===== src/rtl/core/uer_pkg.sv =====
// ----------------------------------------------------------------------------
// uer_pkg
// Shared widths, register indexes, reset values and the control/status
// bundles that pass between the ranger controller and its datapath.
// ----------------------------------------------------------------------------
`default_nettype none

package uer_pkg;

   // Default build values
   localparam int RING_DEPTH_DEF = 10;
   localparam int COUNT_TOP_DEF  = 60000;

   // Field widths
   localparam int WIDTH_W    = 16;
   localparam int DIST_W     = 16;
   localparam int ELAPSED_W  = 17;
   localparam int DEPTH_W    = 4;
   localparam int HOLDOFF_W  = 16;
   localparam int CSR_IDX_W  = 2;
   localparam int CSR_DATA_W = 16;

   localparam logic [ELAPSED_W-1:0] ELAPSED_TOP = '1;

   // Distance scaling: sum * 17 / (depth * 10)
   localparam int SCALE_MUL   = 17;
   localparam int SCALE_SHIFT = 4;
   localparam int SCALE_DIV   = 10;

   // Register indexes
   localparam logic [CSR_IDX_W-1:0] REG_AVERAGE_DEPTH = 2'd0;
   localparam logic [CSR_IDX_W-1:0] REG_HOLDOFF_MS    = 2'd1;
   localparam logic [CSR_IDX_W-1:0] REG_ENABLE        = 2'd2;

   // Register reset values
   localparam logic [DEPTH_W-1:0]   DEPTH_RST   = 4'd1;
   localparam logic [HOLDOFF_W-1:0] HOLDOFF_RST = 16'd100;
   localparam logic                 ENABLE_RST  = 1'b1;

   // Controller to datapath commands
   typedef struct packed {
      logic tick;
      logic sum_step;
      logic div_start;
      logic div_step;
      logic out_load;
   } cmd_type;

   // Datapath to controller status
   typedef struct packed {
      logic sum_last;
      logic div_last;
   } sts_type;

endpackage

`default_nettype wire


===== src/rtl/core/uer_if.sv =====
// ----------------------------------------------------------------------------
// uer_if
// Valid/ready channel interfaces for the tick, result and register ports.
// ----------------------------------------------------------------------------
`default_nettype none

interface uer_req_if;
   logic valid;
   logic ready;
   logic echo_level;
   logic ms_strobe;
   logic read_request;

   modport source (output valid, echo_level, ms_strobe, read_request, input ready);
   modport sink   (input valid, echo_level, ms_strobe, read_request, output ready);
endinterface

interface uer_rsp_if;
   logic                        valid;
   logic                        ready;
   logic                        trigger_out;
   logic [uer_pkg::DIST_W-1:0]  distance;
   logic                        sample_stored;

   modport source (output valid, trigger_out, distance, sample_stored, input ready);
   modport sink   (input valid, trigger_out, distance, sample_stored, output ready);
endinterface

interface uer_csr_if;
   logic                            valid;
   logic                            ready;
   logic [uer_pkg::CSR_IDX_W-1:0]   index;
   logic [uer_pkg::CSR_DATA_W-1:0]  data;

   modport source (output valid, index, data, input ready);
   modport sink   (input valid, index, data, output ready);
endinterface

`default_nettype wire


===== src/rtl/core/uer_ctrl.sv =====
// ----------------------------------------------------------------------------
// uer_ctrl
// Controller: takes one tick beat at a time, steps the averaging sum and
// the serial divider on a read, and hands the result to the output register.
// ----------------------------------------------------------------------------
`default_nettype none

module uer_ctrl (
   input  wire logic             clock,
   input  wire logic             reset,
   input  wire logic             req_valid,
   input  wire logic             req_read,
   output logic                  req_ready,
   input  wire logic             rsp_ready,
   output logic                  rsp_valid,
   input  wire uer_pkg::sts_type sts,
   output uer_pkg::cmd_type      cmd
);

   localparam logic [2:0] ST_IDLE  = 3'd0;
   localparam logic [2:0] ST_SUM   = 3'd1;
   localparam logic [2:0] ST_SCALE = 3'd2;
   localparam logic [2:0] ST_DIV   = 3'd3;
   localparam logic [2:0] ST_DONE  = 3'd4;

   logic [2:0] state_ff, state_in;
   logic       rsp_valid_ff, rsp_valid_in;
   logic       accept;

   assign req_ready = (state_ff == ST_IDLE);
   assign rsp_valid = rsp_valid_ff;
   assign accept    = req_valid && req_ready;

   // Sequence the work of one tick
   always_comb begin
      state_in = state_ff;
      cmd      = '0;
      cmd.tick = accept;
      unique case (state_ff)
         ST_IDLE: begin
            if (accept) begin
               state_in = req_read ? ST_SUM : ST_DONE;
            end
         end
         ST_SUM: begin
            cmd.sum_step = 1'b1;
            if (sts.sum_last) begin
               state_in = ST_SCALE;
            end
         end
         ST_SCALE: begin
            cmd.div_start = 1'b1;
            state_in      = ST_DIV;
         end
         ST_DIV: begin
            cmd.div_step = 1'b1;
            if (sts.div_last) begin
               state_in = ST_DONE;
            end
         end
         ST_DONE: begin
            if (!rsp_valid_ff || rsp_ready) begin
               cmd.out_load = 1'b1;
               state_in     = ST_IDLE;
            end
         end
         default: begin
            state_in = ST_IDLE;
         end
      endcase
   end

   // Output register occupancy
   always_comb begin
      rsp_valid_in = rsp_valid_ff;
      if (cmd.out_load) begin
         rsp_valid_in = 1'b1;
      end else if (rsp_ready) begin
         rsp_valid_in = 1'b0;
      end
   end

   always_ff @(posedge clock) begin
      if (reset) begin
         state_ff     <= ST_IDLE;
         rsp_valid_ff <= 1'b0;
      end else begin
         state_ff     <= state_in;
         rsp_valid_ff <= rsp_valid_in;
      end
   end

   // A read tick goes to the summing loop
   a_read_sums: assert property (@(posedge clock) disable iff (reset)
      accept && req_read |=> state_ff == ST_SUM)
      else $error("read tick did not start the sum");

   // Never overwrite a result that is still waiting
   a_no_overwrite: assert property (@(posedge clock) disable iff (reset)
      cmd.out_load |-> !rsp_valid_ff || rsp_ready)
      else $error("output register overwritten");

   // Finishing a tick leaves a result on offer and frees the input
   a_done_offers: assert property (@(posedge clock) disable iff (reset)
      state_ff == ST_DONE && (!rsp_valid_ff || rsp_ready)
      |=> rsp_valid_ff && state_ff == ST_IDLE)
      else $error("finished tick not offered");

endmodule

`default_nettype wire


===== src/rtl/core/uer_dp.sv =====
// ----------------------------------------------------------------------------
// uer_dp
// Datapath: configuration registers, echo capture, trigger sequencer,
// width ring, one-adder averaging sum and bit-serial divider.
// ----------------------------------------------------------------------------
`default_nettype none

module uer_dp #(
   parameter int RING_DEPTH = uer_pkg::RING_DEPTH_DEF,
   parameter int COUNT_TOP  = uer_pkg::COUNT_TOP_DEF
) (
   input  wire logic                            clock,
   input  wire logic                            reset,
   input  wire uer_pkg::cmd_type                cmd,
   output uer_pkg::sts_type                     sts,
   input  wire logic                            echo_level,
   input  wire logic                            ms_strobe,
   input  wire logic                            read_request,
   input  wire logic                            csr_we,
   input  wire logic [uer_pkg::CSR_IDX_W-1:0]   csr_index,
   input  wire logic [uer_pkg::CSR_DATA_W-1:0]  csr_data,
   output logic                                 trigger_out,
   output logic [uer_pkg::DIST_W-1:0]           distance,
   output logic                                 sample_stored
);

   localparam int WIDTH_W   = uer_pkg::WIDTH_W;
   localparam int ELAPSED_W = uer_pkg::ELAPSED_W;
   localparam int DEPTH_W   = uer_pkg::DEPTH_W;
   localparam int HOLDOFF_W = uer_pkg::HOLDOFF_W;
   localparam int DIST_W    = uer_pkg::DIST_W;
   localparam int SLOT_W    = (RING_DEPTH > 1) ? $clog2(RING_DEPTH) : 1;
   localparam int CNT_W     = $clog2(RING_DEPTH + 1);
   localparam int SUM_W     = WIDTH_W + $clog2(RING_DEPTH);
   localparam int SCALED_W  = SUM_W + $clog2(uer_pkg::SCALE_MUL);
   localparam int DIV_W     = $clog2(RING_DEPTH * uer_pkg::SCALE_DIV + 1);
   localparam int STEP_W    = $clog2(SCALED_W + 1);

   localparam logic [SLOT_W-1:0]  LAST_SLOT = SLOT_W'(RING_DEPTH - 1);
   localparam logic [WIDTH_W-1:0] CNT_TOP   = WIDTH_W'(COUNT_TOP);
   localparam logic [DEPTH_W:0]   DEPTH_MAX = (DEPTH_W + 1)'(RING_DEPTH);

   localparam logic [1:0] CAP_IDLE    = 2'd0;
   localparam logic [1:0] CAP_ARMED   = 2'd1;
   localparam logic [1:0] CAP_MEASURE = 2'd2;

   localparam logic [1:0] SEQ_START   = 2'd0;
   localparam logic [1:0] SEQ_TRIGGER = 2'd1;
   localparam logic [1:0] SEQ_HOLDOFF = 2'd2;

   // Configuration registers
   logic [DEPTH_W-1:0]   depth_ff;
   logic [HOLDOFF_W-1:0] holdoff_ff;
   logic                 enable_ff;

   // Tick state
   logic [WIDTH_W-1:0]   ring_ff [RING_DEPTH];
   logic [SLOT_W-1:0]    slot_ff, slot_in;
   logic [1:0]           cap_ff, cap_in;
   logic [1:0]           seq_ff, seq_in;
   logic [WIDTH_W-1:0]   cnt_ff, cnt_in, cnt_adv;
   logic                 counting_ff, counting_in;
   logic [ELAPSED_W-1:0] elapsed_ff, elapsed_in, elapsed_inc;
   logic                 last_echo_ff;
   logic                 store_en, stored_in;
   logic                 stored_ff, read_ff;

   // Averaging and division
   logic [SLOT_W-1:0]    ptr_ff, ptr_dec;
   logic [CNT_W-1:0]     left_ff, depth_eff;
   logic [SUM_W-1:0]     sum_ff;
   logic [SCALED_W-1:0]  quot_ff;
   logic [DIV_W-1:0]     rem_ff, divisor;
   logic [DIV_W:0]       trial;
   logic                 trial_ge;
   logic [STEP_W-1:0]    step_ff;

   // Output register
   logic                 trig_out_ff;
   logic [DIST_W-1:0]    dist_out_ff;
   logic                 stored_out_ff;

   // Register writes; indexes beyond the list are dropped
   always_ff @(posedge clock) begin
      if (reset) begin
         depth_ff   <= uer_pkg::DEPTH_RST;
         holdoff_ff <= uer_pkg::HOLDOFF_RST;
         enable_ff  <= uer_pkg::ENABLE_RST;
      end else if (csr_we) begin
         unique case (csr_index)
            uer_pkg::REG_AVERAGE_DEPTH: depth_ff   <= csr_data[DEPTH_W-1:0];
            uer_pkg::REG_HOLDOFF_MS:    holdoff_ff <= csr_data[HOLDOFF_W-1:0];
            uer_pkg::REG_ENABLE:        enable_ff  <= csr_data[0];
            default: ;
         endcase
      end
   end

   // Counter, echo edge and millisecond sequencer for one tick
   always_comb begin
      cnt_adv = cnt_ff;
      if (counting_ff) begin
         cnt_adv = (cnt_ff >= CNT_TOP) ? '0 : cnt_ff + 1'b1;
      end

      cnt_in      = cnt_adv;
      counting_in = counting_ff;
      cap_in      = cap_ff;
      slot_in     = slot_ff;
      store_en    = 1'b0;
      stored_in   = 1'b0;
      if (echo_level != last_echo_ff) begin
         unique case (cap_ff)
            CAP_ARMED: begin
               cnt_in      = '0;
               counting_in = 1'b1;
               cap_in      = CAP_MEASURE;
            end
            CAP_MEASURE: begin
               store_en    = 1'b1;
               stored_in   = 1'b1;
               slot_in     = (slot_ff == LAST_SLOT) ? '0 : slot_ff + 1'b1;
               counting_in = 1'b0;
               cap_in      = CAP_IDLE;
            end
            default: ;
         endcase
      end

      elapsed_inc = (elapsed_ff == uer_pkg::ELAPSED_TOP) ? elapsed_ff : elapsed_ff + 1'b1;
      elapsed_in  = elapsed_ff;
      seq_in      = seq_ff;
      if (ms_strobe) begin
         elapsed_in = elapsed_inc;
         if (enable_ff) begin
            unique case (seq_ff)
               SEQ_TRIGGER: begin
                  if (elapsed_inc > ELAPSED_W'(1)) begin
                     elapsed_in = '0;
                     seq_in     = SEQ_HOLDOFF;
                  end
               end
               SEQ_HOLDOFF: begin
                  if (elapsed_inc > ELAPSED_W'(holdoff_ff)) begin
                     seq_in = SEQ_START;
                  end
               end
               default: begin
                  elapsed_in = '0;
                  cap_in     = CAP_ARMED;
                  seq_in     = SEQ_TRIGGER;
               end
            endcase
         end
      end
   end

   // Commit the tick
   always_ff @(posedge clock) begin
      if (reset) begin
         for (int i = 0; i < RING_DEPTH; i++) begin
            ring_ff[i] <= '0;
         end
         slot_ff      <= '0;
         cap_ff       <= CAP_IDLE;
         seq_ff       <= SEQ_START;
         cnt_ff       <= '0;
         counting_ff  <= 1'b0;
         elapsed_ff   <= '0;
         last_echo_ff <= 1'b0;
      end else if (cmd.tick) begin
         if (store_en) begin
            ring_ff[slot_ff] <= cnt_in;
         end
         slot_ff      <= slot_in;
         cap_ff       <= cap_in;
         seq_ff       <= seq_in;
         cnt_ff       <= cnt_in;
         counting_ff  <= counting_in;
         elapsed_ff   <= elapsed_in;
         last_echo_ff <= echo_level;
      end
   end

   // Clamp the averaging depth to the ring
   always_comb begin
      if (depth_ff == '0) begin
         depth_eff = CNT_W'(1);
      end else if ({1'b0, depth_ff} > DEPTH_MAX) begin
         depth_eff = CNT_W'(RING_DEPTH);
      end else begin
         depth_eff = CNT_W'(depth_ff);
      end
      divisor = (DIV_W'(depth_eff) << 3) + (DIV_W'(depth_eff) << 1);
   end

   // Walk back from the newest slot, one width per cycle
   assign ptr_dec      = (ptr_ff == '0) ? LAST_SLOT : ptr_ff - 1'b1;
   assign sts.sum_last = (left_ff == CNT_W'(1));

   // Restoring division, one quotient bit per cycle
   assign trial        = {rem_ff, quot_ff[SCALED_W-1]};
   assign trial_ge     = (trial >= {1'b0, divisor});
   assign sts.div_last = (step_ff == STEP_W'(1));

   always_ff @(posedge clock) begin
      if (cmd.tick) begin
         ptr_ff    <= slot_in;
         sum_ff    <= '0;
         left_ff   <= depth_eff;
         stored_ff <= stored_in;
         read_ff   <= read_request;
      end
      if (cmd.sum_step) begin
         sum_ff  <= sum_ff + SUM_W'(ring_ff[ptr_dec]);
         ptr_ff  <= ptr_dec;
         left_ff <= left_ff - 1'b1;
      end
      if (cmd.div_start) begin
         quot_ff <= (SCALED_W'(sum_ff) << uer_pkg::SCALE_SHIFT) + SCALED_W'(sum_ff);
         rem_ff  <= '0;
         step_ff <= STEP_W'(SCALED_W);
      end
      if (cmd.div_step) begin
         rem_ff  <= trial_ge ? DIV_W'(trial - {1'b0, divisor}) : trial[DIV_W-1:0];
         quot_ff <= {quot_ff[SCALED_W-2:0], trial_ge};
         step_ff <= step_ff - 1'b1;
      end
   end

   // Load the output register
   always_ff @(posedge clock) begin
      if (cmd.out_load) begin
         trig_out_ff   <= (seq_ff == SEQ_TRIGGER);
         dist_out_ff   <= read_ff ? quot_ff[DIST_W-1:0] : '0;
         stored_out_ff <= stored_ff;
      end
   end

   assign trigger_out   = trig_out_ff;
   assign distance      = dist_out_ff;
   assign sample_stored = stored_out_ff;

   // A stored width always ends the measurement
   a_store_ends_measure: assert property (@(posedge clock) disable iff (reset)
      cmd.tick && store_en |=> cap_ff != CAP_MEASURE && !counting_ff)
      else $error("measurement still running after store");

   // The summing loop never runs past the depth
   a_sum_bounded: assert property (@(posedge clock) disable iff (reset)
      cmd.sum_step |-> left_ff != '0)
      else $error("sum stepped past depth");

   // The write slot stays inside the ring
   a_slot_range: assert property (@(posedge clock) disable iff (reset)
      cmd.tick |=> slot_ff <= LAST_SLOT)
      else $error("write slot outside ring");

endmodule

`default_nettype wire


===== src/rtl/core/ultrasonic_echo_ranger.sv =====
// ----------------------------------------------------------------------------
// ultrasonic_echo_ranger
// Pulse-width ultrasonic rangefinder with trigger sequencer and averaging.
// ----------------------------------------------------------------------------
// Each req beat is one microsecond tick and yields exactly one rsp beat. A
// tick without a read is taken with an update of the capture and sequencer
// state, and its result moves into the output register once that is free.
// On a read tick the newest widths are summed through a single adder, one
// ring entry per cycle, and the scaled sum is divided by depth*10 in a
// restoring divider that yields one quotient bit per cycle, before the
// result moves on. The output register lets a new tick be taken while the
// last result waits. Registers are to be written through the csr port only
// while no tick is in flight; the block itself does not enforce this.
// ----------------------------------------------------------------------------
`default_nettype none

module ultrasonic_echo_ranger #(
   parameter int RING_DEPTH = uer_pkg::RING_DEPTH_DEF,
   parameter int COUNT_TOP  = uer_pkg::COUNT_TOP_DEF
) (
   input  wire logic clock,
   input  wire logic reset,
   uer_req_if.sink   req_bus,
   uer_rsp_if.source rsp_bus,
   uer_csr_if.sink   csr_bus
);

   uer_pkg::cmd_type cmd;
   uer_pkg::sts_type sts;
   logic             csr_we;

   // Register port never stalls
   assign csr_bus.ready = 1'b1;
   assign csr_we        = csr_bus.valid;

   uer_ctrl u_ctrl (
      .clock     (clock),
      .reset     (reset),
      .req_valid (req_bus.valid),
      .req_read  (req_bus.read_request),
      .req_ready (req_bus.ready),
      .rsp_ready (rsp_bus.ready),
      .rsp_valid (rsp_bus.valid),
      .sts       (sts),
      .cmd       (cmd)
   );

   uer_dp #(
      .RING_DEPTH (RING_DEPTH),
      .COUNT_TOP  (COUNT_TOP)
   ) u_dp (
      .clock         (clock),
      .reset         (reset),
      .cmd           (cmd),
      .sts           (sts),
      .echo_level    (req_bus.echo_level),
      .ms_strobe     (req_bus.ms_strobe),
      .read_request  (req_bus.read_request),
      .csr_we        (csr_we),
      .csr_index     (csr_bus.index),
      .csr_data      (csr_bus.data),
      .trigger_out   (rsp_bus.trigger_out),
      .distance      (rsp_bus.distance),
      .sample_stored (rsp_bus.sample_stored)
   );

endmodule

`default_nettype wire

===== src/flat_wrapper.sv =====
// flat-port wrapper written by rule: the top's interface ports become plain ports
module ultrasonic_echo_ranger_flat 
#(
   parameter int RING_DEPTH = uer_pkg::RING_DEPTH_DEF,
   parameter int COUNT_TOP  = uer_pkg::COUNT_TOP_DEF
)
  (clock, reset, req_bus_valid, req_bus_echo_level, req_bus_ms_strobe, req_bus_read_request, req_bus_ready, rsp_bus_valid, rsp_bus_trigger_out, rsp_bus_distance, rsp_bus_sample_stored, rsp_bus_ready, csr_bus_valid, csr_bus_index, csr_bus_data, csr_bus_ready);
  uer_req_if req_bus_i ();
  uer_rsp_if rsp_bus_i ();
  uer_csr_if csr_bus_i ();
  input  wire logic clock;
  input  wire logic reset;
  input wire logic [$bits(req_bus_i.valid)-1:0] req_bus_valid;
  input wire logic [$bits(req_bus_i.echo_level)-1:0] req_bus_echo_level;
  input wire logic [$bits(req_bus_i.ms_strobe)-1:0] req_bus_ms_strobe;
  input wire logic [$bits(req_bus_i.read_request)-1:0] req_bus_read_request;
  output wire logic [$bits(req_bus_i.ready)-1:0] req_bus_ready;
  output wire logic [$bits(rsp_bus_i.valid)-1:0] rsp_bus_valid;
  output wire logic [$bits(rsp_bus_i.trigger_out)-1:0] rsp_bus_trigger_out;
  output wire logic [$bits(rsp_bus_i.distance)-1:0] rsp_bus_distance;
  output wire logic [$bits(rsp_bus_i.sample_stored)-1:0] rsp_bus_sample_stored;
  input wire logic [$bits(rsp_bus_i.ready)-1:0] rsp_bus_ready;
  input wire logic [$bits(csr_bus_i.valid)-1:0] csr_bus_valid;
  input wire logic [$bits(csr_bus_i.index)-1:0] csr_bus_index;
  input wire logic [$bits(csr_bus_i.data)-1:0] csr_bus_data;
  output wire logic [$bits(csr_bus_i.ready)-1:0] csr_bus_ready;
  assign req_bus_i.valid = req_bus_valid;
  assign req_bus_i.echo_level = req_bus_echo_level;
  assign req_bus_i.ms_strobe = req_bus_ms_strobe;
  assign req_bus_i.read_request = req_bus_read_request;
  assign req_bus_ready = req_bus_i.ready;
  assign rsp_bus_valid = rsp_bus_i.valid;
  assign rsp_bus_trigger_out = rsp_bus_i.trigger_out;
  assign rsp_bus_distance = rsp_bus_i.distance;
  assign rsp_bus_sample_stored = rsp_bus_i.sample_stored;
  assign rsp_bus_i.ready = rsp_bus_ready;
  assign csr_bus_i.valid = csr_bus_valid;
  assign csr_bus_i.index = csr_bus_index;
  assign csr_bus_i.data = csr_bus_data;
  assign csr_bus_ready = csr_bus_i.ready;
  ultrasonic_echo_ranger #(.RING_DEPTH(RING_DEPTH), .COUNT_TOP(COUNT_TOP)) u_core (.clock(clock), .reset(reset), .req_bus(req_bus_i), .rsp_bus(rsp_bus_i), .csr_bus(csr_bus_i));
endmodule

===== config.mk =====
export PLATFORM = sky130hd
export DESIGN_NAME = ultrasonic_echo_ranger_flat
export DESIGN_NICKNAME = d
export VERILOG_FILES = /design/src/rtl/core/uer_pkg.sv /design/src/rtl/core/uer_if.sv /design/src/rtl/core/uer_ctrl.sv /design/src/rtl/core/uer_dp.sv /design/src/rtl/core/ultrasonic_echo_ranger.sv /design/src/flat_wrapper.sv
export SDC_FILE = /design/constraint.sdc
export NUM_CORES = 1
export LEC_CHECK = 0
export BUFFER_PORTS_ARGS = -buffer_cell sky130_fd_sc_hd__clkbuf_2
export CAP_MARGIN = 20
export CORE_ASPECT_RATIO = 1.25
export CORE_UTILIZATION = 57
export CTS_BUF_LIST = sky130_fd_sc_hd__clkbuf_16
export CTS_CLUSTER_SIZE = 12
export DETAILED_ROUTE_END_ITERATION = 10
export PLACE_DENSITY = 0.77
export SYNTH_ARGS = -nofsm -noshare
export SYNTH_HDL_FRONTEND = slang
export SYNTH_HIERARCHICAL = 1
export SYNTH_SLANG_ARGS = --single-unit

===== constraint.sdc =====
create_clock -name clock -period 5 [get_ports clock]
set_input_delay 0.25 -clock clock [delete_from_list [all_inputs] [get_ports clock]]
set_output_delay 0.25 -clock clock [all_outputs]
set_load 0.05 [all_outputs]

* After elaboration in Yosys (flattened, before gate mapping)
Memories as Yosys holds them, arrays and structs flattened.
Index checks and enable logic that the tools add are counted.
W data, S select, Z words.
** Storage, ports and cells
- Memory bits (read-only) :: 0
- Memories kept :: 1
- Input port bits :: 26
- Latch bits :: 0
- Register bits :: 153
- Logic and storage cells :: 140
- Memory bits (writable) :: 160
** Memories
- u_core.u_dp.ring_ff :: words 10, bits a word 16, rd ports 1, clocked after memory_dff 0, write ports 10, RTL line uer_dp.sv:57 : logic [WIDTH_W-1:0] ring_ff [RING_DEPTH];
** Operators by class
- $add $sub $neg :: 10
- $lt $le $gt $ge :: 5
- Equality and inequality tests :: 21
- Multipliers :: 0
- Reduce and logical (&&, ||, !) cells :: 20
- Mux-type cells :: 60
- Bitwise gates (word level) :: 0
- Shift-type cells :: 0
- Divide/modulo/power cells :: 0
** Operators with widths (count)
- $mux W16 :: 5
- $mux W17 :: 3
- $mux W25 :: 2
- $mux W4 :: 11
- $mux W20 :: 2
- $pmux W17 S2 :: 1
- $add A24 B20 Y25 :: 1
- $mux W7 :: 3
- $add A20 B16 Y20 :: 1
- $add A17 B1 Y17 const B :: 1
- $eq A17 B17 Y1 const B :: 1
- $gt A17 B1 Y1 const B :: 1
- $gt A17 B16 Y1 :: 1
- $add A16 B1 Y16 const B :: 1
- $ge A16 B16 Y1 const B :: 1
- $mux W1 :: 16
- $reduce_or A16 Y1 :: 1
- $mux W3 :: 5
- $pmux W3 S5 :: 1
- $mux W2 :: 6
- $mux W5 :: 2
- $ge A8 B7 Y1 :: 1
- $logic_not A4 Y1 :: 2
- $pmux W2 S2 :: 2
- 29 further kinds :: 45

* Depth between registers and ports, before layout
Gate-level depths: netlist (run 1).
- Word-level depth :: 9
- Depth in mapped cells :: 24

* Hierarchy
The synthesis (run 1) kept the hierarchy.
** Modules (own cells, without submodules)
- uer_dp :: sequential area each 11521.0 um^2, cells an instance 1726, times used 1, area an instance 19907.8 um^2
- uer_ctrl :: sequential area each 80.1 um^2, cells an instance 33, times used 1, area an instance 276.5 um^2
- ultrasonic_echo_ranger :: sequential area each 0.0 um^2, cells an instance 2, times used 1, area an instance 11.3 um^2

* Worst setup path after synthesis (run 1)
No wires, ideal clock.
- Kind :: reg-to-reg
- From :: register u_core.u_dp.ptr_ff[0]
- To :: register u_core.u_dp.sum_ff[17], data pin
- Stages on the path, launching flop included :: 21
- Arrival :: 4.449 ns
- Path slack :: 0.285 ns
- Clock period less this slack :: 4.715 ns
- Buffers on the path :: 3
- Setup time :: 0.266 ns
- Path through :: edfxtp_1 clkbuf_1 inv_1 ha_1 clkbuf_1 nor2_1 clkbuf_1 mux2_2 a222oi_1 mux2_2 a21oi_1 ha_1 a21o_1 a21oi_1 o21ai_0 o211a_1 a41o_1 o41a_1 a41oi_1 xor2_1 nor2_1
** Between the ends
- Longest elaborated chain between the ends :: 5
- Elaborated cells between the ends (all ways) :: 6
- Classes of those cells :: add/sub (2); mux (2); reduce/logical (1); memory (1)
** Ends and longest elaborated chain
- start, declared :: RTL line uer_dp.sv:69 : logic [SLOT_W-1:0] ptr_ff, ptr_dec;
- start signal, assigned :: RTL line uer_dp.sv:208 : ptr_ff <= slot_in;
- start signal, assigned :: RTL line uer_dp.sv:216 : ptr_ff <= ptr_dec;
- $sub A4 B1 Y4 / $logic_not A4 Y1 (equally long branches) :: RTL line uer_dp.sv:198 : assign ptr_dec = (ptr_ff == '0) ? LAST_SLOT : ptr_ff - 1'b1;
- $mux W4 (*) :: RTL line uer_dp.sv:198
- $mem_v2 Z10 W16 (*)
- $add A20 B16 Y20 (*) :: RTL line uer_dp.sv:215 : sum_ff <= sum_ff + SUM_W'(ring_ff[ptr_dec]);
- $mux W20 (*) :: RTL line uer_dp.sv:214 : if (cmd.sum_step) begin
- end signal, assigned :: RTL line uer_dp.sv:215
- end, declared :: RTL line uer_dp.sv:71 : logic [SUM_W-1:0] sum_ff;
Every way passes the cells marked *; elsewhere a longest branch is shown, timed or not.
A chain may end at the register's enable or synchronous reset.

* Final worst setup path (run 1)
- From :: register u_core.u_dp.ptr_ff[0]
- To :: register u_core.u_dp.sum_ff[19], data pin
The elaborated chain is that of the path after synthesis.

==> run metrics, run 1 <==
quantity of I/O buffers inserted on ports=45; #FFs+latches synth=409; most common cell in the netlist=edfxtp_1; # diodes=0; drt initial violations=1270; Finished Core Util=64.9%; Final ANT Viol Nets=0; Yosys top cell area share=50.7%; Worst Tran Pin Value=1010 ps; cell internal pwr=6.58 mW; Levels on crit path=20; GRT Util Overall=25.4%; cell count after synthesis=1761; Worst path top cell family by delay=compound AO/OA/AOI/OAI gates; worst hold-check path type=in2reg; share of layout cells above drive strength 1=13.9%; worst r2r path cells=20; Buf/Inv on CP=2; Post-synth EDFFs=341; Max Clk Rate=203 MHz; synth cell count leaders=edfxtp_1, nor2_1, nand2_1; total gr overflow=0; io pins=47; Pwr Density=417 nW/µm²; H-tree depth=2; wire per inst=19.6 µm; HPWL Detailed=30000 µm; Sink Count=409; vias=14059; number of global-route vias before repair=13893; Placed Instances=2213; area fraction in compound gates after synthesis=11.5%; capturing point of the worst reg2reg path=u_core/u_dp/sum_ff[19]$_SDFFCE_PN0P_; initial core utilization=58.2%; # fillers=2557; simple-gate share of the synthesized area=13.8%; Post-Syn Area=20200 µm²; flop2flop setup slack=70 ps; syn_nets=1859; total CTS buffers=41; first-pass GRT wire length=71400 µm; Final Hold Violating Endpoints=0; crit-path max FO=5; share of total power in the clock network=29.8%; non-filler cells, final=2307; Crit Reg-Reg Startpoint=u_core/u_dp/ptr_ff[0]$_DFFE_PP_; post-synthesis mux area share=5.99%; max-slew violation count=0; DIE AREA=36200 µm²; startpoint types=flop; sequential area share after synthesis=57.4%; Routability Congestion=0.913; asr flop ratio synth=0%; Storage cell area=11600 µm²; largest family of logic cells by synthesized area=simple AND/OR/NAND/NOR gates; Residual DRC=0; Clock Latency Late Sink=550 ps; xor-xnor portion of the synthesized cell area=2.99%; cells along the critical path=inv_2 -> ha_1 -> nand2b_1 -> nor2_4 -> nor2_4 -> buf_4 -> mux2_2 -> a222oi_1 -> mux2i_1 -> nand2_1 -> o21ai_1 -> ha_1 -> a21oi_2 -> o21ai_0 -> o211a_1 -> a41o_1 -> o41a_1 -> a41oi_1 -> xor2_1 -> nor2_1; width of the die=170 µm; Core ar.=34700 µm²; VDD IR max=0.239 mV; Tot Pwr=9.40 mW; CP required=5260 ps; period utilization=98.7%; CP Class=reg2reg; largest net degree at the start of global routing=67; Clock Tree Root=clkbuf_16; Distinct cells, synth=82; crit path time final=4930 ps; CP max-delay cell=a222oi_1; area occupied by multi-input gates=7990 µm²; area delta synth->final=11.6%; initial antenna violation count=0; syn_area_per_cell=11.5 µm²; Clock Tree Buf Depth=3; largest area contributor in the netlist=edfxtp_1; CP max stage delay=470 ps; Worst EP arrival=5190 ps; Synth Flop Type=edfxtp_1; Comb power frac=27.6%; Crit. End Element=flop; vias per inst=6.09; final clock skew=21.9 ps; Die Ht=212 µm; dominant cells by area after synthesis=edfxtp_1, dfxtp_1, nor2_1, ha_1, mux2_2; synth warn=6; switching share of power=30.0%; cell leakage power=7.87 nW; Seq pwr share=42.6%; maxcap violations=0; # setup viols final=0; row count=76; adder-cell share of the synthesized area=4.66%; crit path launch=u_core/u_dp/ptr_ff[0]$_DFFE_PP_; sw power=2.82 mW; outcome=finished, final reports clean; CTS clk-pin slew, worst paths=60 ps; final WL=45300 µm; CP endpoint=u_core/u_dp/sum_ff[19]$_SDFFCE_PN0P_; TritonCTS clock tree=done; Slew headroom=32.7%; Pre-antenna DRT Iters=9; nets=1916
-- cell families after synthesis --
logic type,count (synthesis)
AO/OA/AOI/OAI,340
XOR/XNOR,69
adder cells (fa/ha/maj),73
buffers and inverters,177
flip-flops,409
multiplexers,97
other,1
AND/OR/NAND/NOR,595
-- cell usage in the layout, fill, tap and decap left out, drive strengths merged, types with 8 or more instances in the layout --
master       synthesis  routed
nor2               256     258
nor3                39      39
a221oi              30      30
or3                  8       8
a211oi              10      10
clkbuf              86      88
xor2                33      33
mux4                14      14
nand4               18      18
nor2b               14      14
nand3               28      28
edfxtp             341     341
nand2b              24      24
o21ai               60      60
a22oi               17      17
and2                28      28
nand2              133     133
mux2i               32      32
xnor2               36      36
buf                 17      51
and3                11      11
inv                 74      91
ha                  68      68
a21oi              103     103
a21o                13      13
dlygate4sd3          0      18
dfxtp               68      68
a222oi              32      32
o21a                11      11
mux2                51      51
-- power by group through the flow --
stage | Combinational (mW) | Sequential [mW] | Clock, mW
after floorplan | 1.77 | 4.05 | 0
after global placement | 2.34 | 4.06 | 0
after detailed placement | 2.42 | 4.07 | 0
after CTS | 2.46 | 4.00 | 2.85
after global routing | 2.83 | 4.02 | 2.98
final | 2.60 | 4.00 | 2.80
-- per-stage QoR --
step	area (µm²)	hold WS (ps)	worst slack, ps	TNS [ps]
2_1_floorplan	20200	319	285	0
3_3_place_gp	21000	419	249	0
3_5_place_dp	21000	409	18.2	0
4_1_cts	22400	26.4	74.7	0
5_1_grt	22500	47.8	-123	-345
6_report	22500	44.3	67.4	0
-- layout make-up --
type                    count  share of cell area (%)
clock buffers              42                    4.66
multi-input cells        1177                    35.5
flip-flops and latches    409                    51.5
inverters                  74                    1.23
repair buffers            115                    3.90
well taps                 468                    2.60
clock inverters            22                   0.661
-- flip-flops by register name (all words and copies together), names as in the netlist, 5 cells and up --
| register | flops |
|---|---|
| u_core/u_dp/distance | 16 |
| u_core/u_dp/quot_ff | 25 |
| u_core/u_dp/holdoff_ff | 16 |
| u_core/u_dp/step_ff | 5 |
| u_core/u_dp/elapsed_ff | 17 |
| u_core/u_dp/rem_ff | 7 |
| u_core/u_dp/sum_ff | 20 |
| u_core/u_dp/cnt_ff | 16 |
| u_core/u_dp/ring_ff | 256 |
-- what timing repair did --
item	CTS	global route
pin swaps	1	4
endpoints found under the hold margin	23	0
hold buffers	18	0
setup endpoints to repair	2	7
buffers inserted	0	9
cloned	1	2
gates resized for setup	1	14
-- how the worst min path moves through the flow --
stage	start	slack, ps	cells after the start	end
2_1_floorplan	reset	320	1	u_core/u_ctrl/rsp_valid$_SDFFE_PP0P_
3_3_place_gp	u_core/u_dp/stored_ff$_DFFE_PP_	420	0	u_core/u_dp/sample_stored$_DFFE_PP_
3_5_place_dp	u_core/u_dp/stored_ff$_DFFE_PP_	410	0	u_core/u_dp/sample_stored$_DFFE_PP_
4_1_cts	rsp_bus_ready	30	3	u_core/u_ctrl/rsp_valid$_SDFFE_PP0P_
5_1_grt	rsp_bus_ready	50	3	u_core/u_ctrl/rsp_valid$_SDFFE_PP0P_
6_report	rsp_bus_ready	40	3	u_core/u_ctrl/rsp_valid$_SDFFE_PP0P_
-- metal layers --
layer	GRT usage (%)	wire, µm
met5	0	0
met4	11.1	1700
met3	3.57	2950
met2	44.9	23200
met1	30.8	17400
-- worst min-delay path, delay by kind of cell --
kind,cells,cell delay (ps)
AO/OA/AOI/OAI,1,70
buffers and inverters,1,80
AND/OR/NAND/NOR,1,130
(Power assumes the default switching activity.)
==> run 2: changes to the inputs <==
CORE_UTILIZATION = 37   (was 57)
PLACE_DENSITY = default   (was 0.77)
==> run 2 against run 1 <==
Against the previous run: clock-buffer cell count up 3; critical path type unchanged; first-iteration DRC count down 17%; via count down 2.4%.
==> run metrics, run 2 (synthesized netlist as in run 1, its figures left out) <==
outcome=finished, final reports clean; VDD IR max=0.274 mV (+15%); cells along the critical path=inv_1 -> ha_1 -> nand2b_1 -> nor2_4 -> nor2_4 -> buf_4 -> nor2_2 -> buf_12 -> a222oi_1 -> mux2_2 -> a21oi_1 -> ha_1 -> o21ai_0 -> nand2b_1 -> o311ai_0 -> nand2_1 -> a41o_1 -> o41a_1 -> a41oi_1 -> xor2_1 -> nor2_1; Pwr Density=415 nW/µm² (-0.56%); TritonCTS clock tree=done; Slew headroom=31.7% (-0.96 points); maxcap violations=0 (unchanged); startpoint types=flop; max reg flops=256 (unchanged); crit path time final=4790 ps (-138 ps); initial antenna violation count=0 (unchanged); Pre-antenna DRT Iters=7 (-2); CP Class=reg2reg; most common cell after layout, fill and taps aside=edfxtp_1; Tot Pwr=9.54 mW (+1.5%); Residual DRC=0 (unchanged); wire per inst=18.1 µm (-7.6%); Clock Tree Buf Depth=3 (unchanged); max-slew violation count=0 (unchanged); Clock Latency Late Sink=540 ps (about the same); HPWL Detailed=31600 µm (+5.4%); # diodes=0 (unchanged); CP required=5260 ps (about the same); Placed Instances=2474 (+12%); nets=1924 (+0.42%); Top reg by flops=u_core/u_dp/ring_ff; top flop regs=u_core/u_dp/ring_ff (256), u_core/u_dp/quot_ff (25), u_core/u_dp/sum_ff (20); hold_ws=28.2 ps (-16.1 ps); setup repair after global routing missed its margin=true; CP max-delay cell=a21oi_1; worst hold-check path type=in2reg; io pins=47 (unchanged); Crit. End Element=flop; area occupied by multi-input gates=7970 µm² (-0.22%); # fillers=5008 (+96%); Die Ht=263 µm (+24%); final clock skew=14.8 ps (-7.12 ps); Storage cell area=11600 µm² (unchanged); non-filler cells, final=2582 (+12%); Final ANT Viol Nets=0 (unchanged); width of the die=211 µm (+24%); Final Hold Violating Endpoints=0 (unchanged); number of global-route vias before repair=13596 (-2.1%); cell leakage power=7.95 nW (+1.0%); GRT Util Overall=16.8% (-8.6 points); most frequent cells in the layout=edfxtp_1, nor2_1, nand2_1; Clock Tree Root=clkbuf_16; drt initial violations=1050 (-17%); area delta synth->final=13.9%; share of layout cells above drive strength 1=14.2% (+0.37 points); quantity of I/O buffers inserted on ports=45 (unchanged); Routability Congestion=0.857 (-6.1%); initial core utilization=37.5% (-21 points); final WL=46800 µm (+3.4%); setup TNS=0 ps (unchanged); period utilization=95.9% (-2.8 points); Core ar.=53800 µm² (+55%); first-pass GRT wire length=74200 µm (+3.9%); Worst EP arrival=5050 ps (-140 ps); largest net degree at the start of global routing=66 (-1.5%); # setup viols final=0 (unchanged); CP max stage delay=410 ps (-60 ps); Worst Tran Pin Value=1020 ps (+10.6 ps); Finished Core Util=42.7% (-22 points); Max Clk Rate=209 MHz (+2.9%); row count=95 (+25%); vias per inst=5.32 (-13%); DIE AREA=55500 µm² (+53%); vias=13724 (-2.4%); Sink Count=409 (unchanged); total CTS buffers=43 (+4.9%); total gr overflow=0 (unchanged); crit-path max FO=22 (+17); H-tree depth=2 (unchanged); CTS clk-pin slew, worst paths=60 ps (about the same)
[run 2: per-stage QoR]
stage | instance area, µm² | setup slack [ps]
final | 23000 | 206
after global routing | 23000 | -40.0
after CTS | 22800 | 2.48
after detailed placement | 21300 | 28.7
after global placement | 21300 | 111
after floorplan | 20200 | 285
[run 2: cell type report]
type,instances,share of cell area [%]
sequential,409,50.5
multi-input combinational,1176,34.7
clock buffer,45,4.90
timing repair buffer,122,4.08
tap,727,3.96
inverter,74,1.21
clock inverter,29,0.740
[run 2: path summary, 6_finish.rpt]
path | end | slack (ps) | from | depth (start not counted)
worst max register to register | u_core/u_dp/sum_ff[17]$_SDFFCE_PN0P_ | 210 | u_core/u_dp/ptr_ff[0]$_DFFE_PP_ | 21
worst min register to register | u_core/u_dp/holdoff_ff[9]$_SDFFE_PP0P_ | 450 | u_core/u_dp/holdoff_ff[9]$_SDFFE_PP0P_ | 2
worst max-delay path | u_core/u_dp/sum_ff[17]$_SDFFCE_PN0P_ | 210 | u_core/u_dp/ptr_ff[0]$_DFFE_PP_ | 21
worst min-delay path | u_core/u_dp/depth_ff[0]$_SDFFE_PP1P_ | 30 | csr_bus_data[0] | 2
[run 2: repair_timing]
| action | CTS | global route |
|---|---|---|
| setup endpoints to repair | 0 | 7 |
| gates resized for setup | 0 | 12 |
| hold buffers | 17 | 0 |
| endpoints found under the hold margin | 20 | 0 |
| setup buffers | 0 | 16 |
[run 2: layer usage]
metal | track usage, % | up-vias | part of all wire [%]
met2 | 30.0 | 304 | 51
met5 | 0 | - | 0
li1 | - | 6623 | -
met1 | 20.7 | 6717 | 41
met4 | 5.64 | 0 | 2.8
met3 | 2.24 | 80 | 4.4
[run 2: power breakdown]
group | switching (mW) | internal (mW) | total [mW]
clock network | 1.27 | 1.71 | 2.98
registers | 0.115 | 3.89 | 4.00
logic | 1.46 | 1.10 | 2.56
[run 2: critical path: cells and delay by family (launching register included)]
family | cells | cell delay (ps)
AO/OA/AOI/OAI | 7 | 1560
AND/OR/NAND/NOR | 7 | 1010
adder cells (fa/ha/maj) | 2 | 570
buffers and inverters | 3 | 520
flip-flops | 1 | 390
multiplexers | 1 | 270
XOR/XNOR | 1 | 160
==> run 3: changes to the inputs <==
clock period = 5.5 ns   (was 5 ns; I/O delays follow)
==> run 3 against run 2 <==
Against the previous run: clock power decreased by 11%; flip-flop and latch count stayed put; via count decreased by 0.52%; clock-buffer cell count fell by 2; largest cell class unchanged; highest routed layer unchanged.
==> run metrics, run 3 (synthesized netlist as in run 1, its figures left out) <==
outcome=finished, final reports clean; Routability Congestion=0.868 (+1.3%); nets=1903 (-1.1%); quantity of I/O buffers inserted on ports=45 (unchanged); Final ANT Viol Nets=0 (unchanged); Worst EP arrival=5430 ps (+380 ps); top flop regs=u_core/u_dp/ring_ff (256), u_core/u_dp/quot_ff (25), u_core/u_dp/sum_ff (20); Clock Latency Late Sink=550 ps (about the same); Core ar.=53800 µm² (unchanged); Pre-antenna DRT Iters=5 (-2); crit path time final=5150 ps (+360 ps); crit-path max FO=13 (-41%); final WL=47100 µm (+0.72%); VDD IR max=0.217 mV (-21%); Setup WS post-layout=346 ps (+140 ps); area delta synth->final=12.5%; share of layout cells above drive strength 1=13.2% (-1.1 points); Residual DRC=0 (unchanged); max reg flops=256 (unchanged); number of global-route vias before repair=13519 (-0.57%); worst r2r path cells=18 (-14%); Max Clk Rate=194 MHz (-7.0%); CTS clk-pin slew, worst paths=60 ps (about the same); initial antenna violation count=0 (unchanged); Buf/Inv on CP=3 (unchanged); cell leakage power=7.79 nW (-2.0%); most frequent cells in the layout=edfxtp_1, nor2_1, nand2_1; wire per inst=18.4 µm (+1.6%); post-CTS setup buffer count=0 (unchanged); Tot Pwr=8.52 mW (-11%); row count=95 (unchanged); total gr overflow=0 (unchanged); GRT Util Overall=16.9% (+0.086 points); TritonCTS clock tree=done; initial core utilization=37.5% (unchanged); vias=13652 (-0.52%); width of the die=211 µm (unchanged); Worst path top cell family by delay=compound AO/OA/AOI/OAI gates; Pwr Density=375 nW/µm² (-9.5%); max-slew violation count=0 (unchanged); final clock skew=13.4 ps (-1.38 ps); worst hold-check path type=in2reg; # setup viols final=0 (unchanged); vias per inst=5.33 (+0.37%); total CTS buffers=43 (unchanged); maxcap violations=0 (unchanged); crit path launch=u_core/u_dp/ptr_ff[0]$_DFFE_PP_; non-filler cells, final=2559 (-0.89%); WHS Path Cells=3 (+1); Final Hold Violating Endpoints=0 (unchanged); # diodes=0 (unchanged); Clock Tree Root=clkbuf_16; setup TNS=0 ps (unchanged); Crit. End Element=flop; most common cell after layout, fill and taps aside=edfxtp_1; Top reg by flops=u_core/u_dp/ring_ff; Slew headroom=28.5% (-3.3 points); CP required=5770 ps (+510 ps); period utilization=93.7% (-2.2 points); HPWL Detailed=31700 µm (+0.23%); H-tree depth=2 (unchanged); Crit Reg-Reg Startpoint=u_core/u_dp/ptr_ff[0]$_DFFE_PP_; DIE AREA=55500 µm² (unchanged); first-pass GRT wire length=74400 µm (+0.29%); Die Ht=263 µm (unchanged); setup repair after global routing missed its margin=false; largest net degree at the start of global routing=66 (unchanged); io pins=47 (unchanged); Worst Tran Pin Value=1070 ps (+48.6 ps); startpoint types=flop; drt initial violations=994 (-5.3%); Sink Count=409 (unchanged); cells along the critical path=inv_1 -> ha_1 -> nand2b_1 -> nor2_1 -> nor2_4 -> nor2_2 -> buf_4 -> buf_4 -> a222oi_1 -> mux2_2 -> a21oi_1 -> ha_1 -> a21oi_1 -> nand2b_1 -> o41a_1 -> a41oi_1 -> xor2_1 -> nor2_1; CP max-delay cell=a21oi_1; hold_sp=rsp_bus_ready; CP Class=reg2reg; Post-Place Setup Slack=355 ps (+326 ps); Levels on crit path=18 (-14%); Placed Instances=2469 (-0.20%); Clock Tree Buf Depth=3 (unchanged); CP max stage delay=460 ps (+50 ps)
run 3: cell count changes in the layout (fill, tap and decap cells not counted), sizes merged:
| cell | change |
|---|---|
| buf | -21 |
| clkinv | +3 |
| inv | -3 |
| clkbuf | -2 |
| nor2 | -1 |
| o21ai | +1 |
run 3: area by class of cell:
cell class	count	area (µm²)
clock buffers	43	1080
clock inverters	29	183
fillers	5037	31100
inverters	74	278
multi-input cells	1176	7950
flip-flops and latches	409	11600
well taps	727	910
repair buffers	101	713
run 3: final timing paths:
| path | endpoint | slack, ps |
|---|---|---|
| max | u_core/u_dp/sum_ff[19]$_SDFFCE_PN0P_ | 350 |
| min | u_core/u_ctrl/rsp_valid$_SDFFE_PP0P_ | 50 |
| max reg2reg | u_core/u_dp/sum_ff[19]$_SDFFCE_PN0P_ | 350 |
| min reg2reg | u_core/u_dp/holdoff_ff[13]$_SDFFE_PP0P_ | 450 |
run 3: timing repair:
| action | 4_1_cts | 5_1_grt |
|---|---|---|
| hold buffers | 17 | 0 |
| endpoints found under the setup margin | 0 | 1 |
| gates resized for setup | 0 | 1 |
| hold endpoints to repair | 19 | 0 |
run 3: worst min-delay path, cell delays in order:
cell	delay [ps]
clkbuf_2	80
nand2b_1	130
a21oi_1	70
run 3: power breakdown:
group | switching, mW | internal [mW]
Sequential | 0.107 | 3.53
Combinational | 1.31 | 0.910
Clock | 1.16 | 1.50
Total | 2.58 | 5.95
run 3: metrics by stage:
step                util [%]  hold WS [ps]  cell area, µm²
finish                  42.2          52.0           22700
global route            42.2          50.3           22700
CTS                     42.1          27.1           22700
detailed placement      39.5           448           21300
global placement        39.5           444           21300
floorplan                  -           344           20200
run 3: per-layer routing:
layer / GRT usage, % / wire length [µm]
met5: 0 / 0
met4: 6.42 / 1620
met3: 2.02 / 1940
met2: 29.7 / 23700
met1: 21.0 / 19900
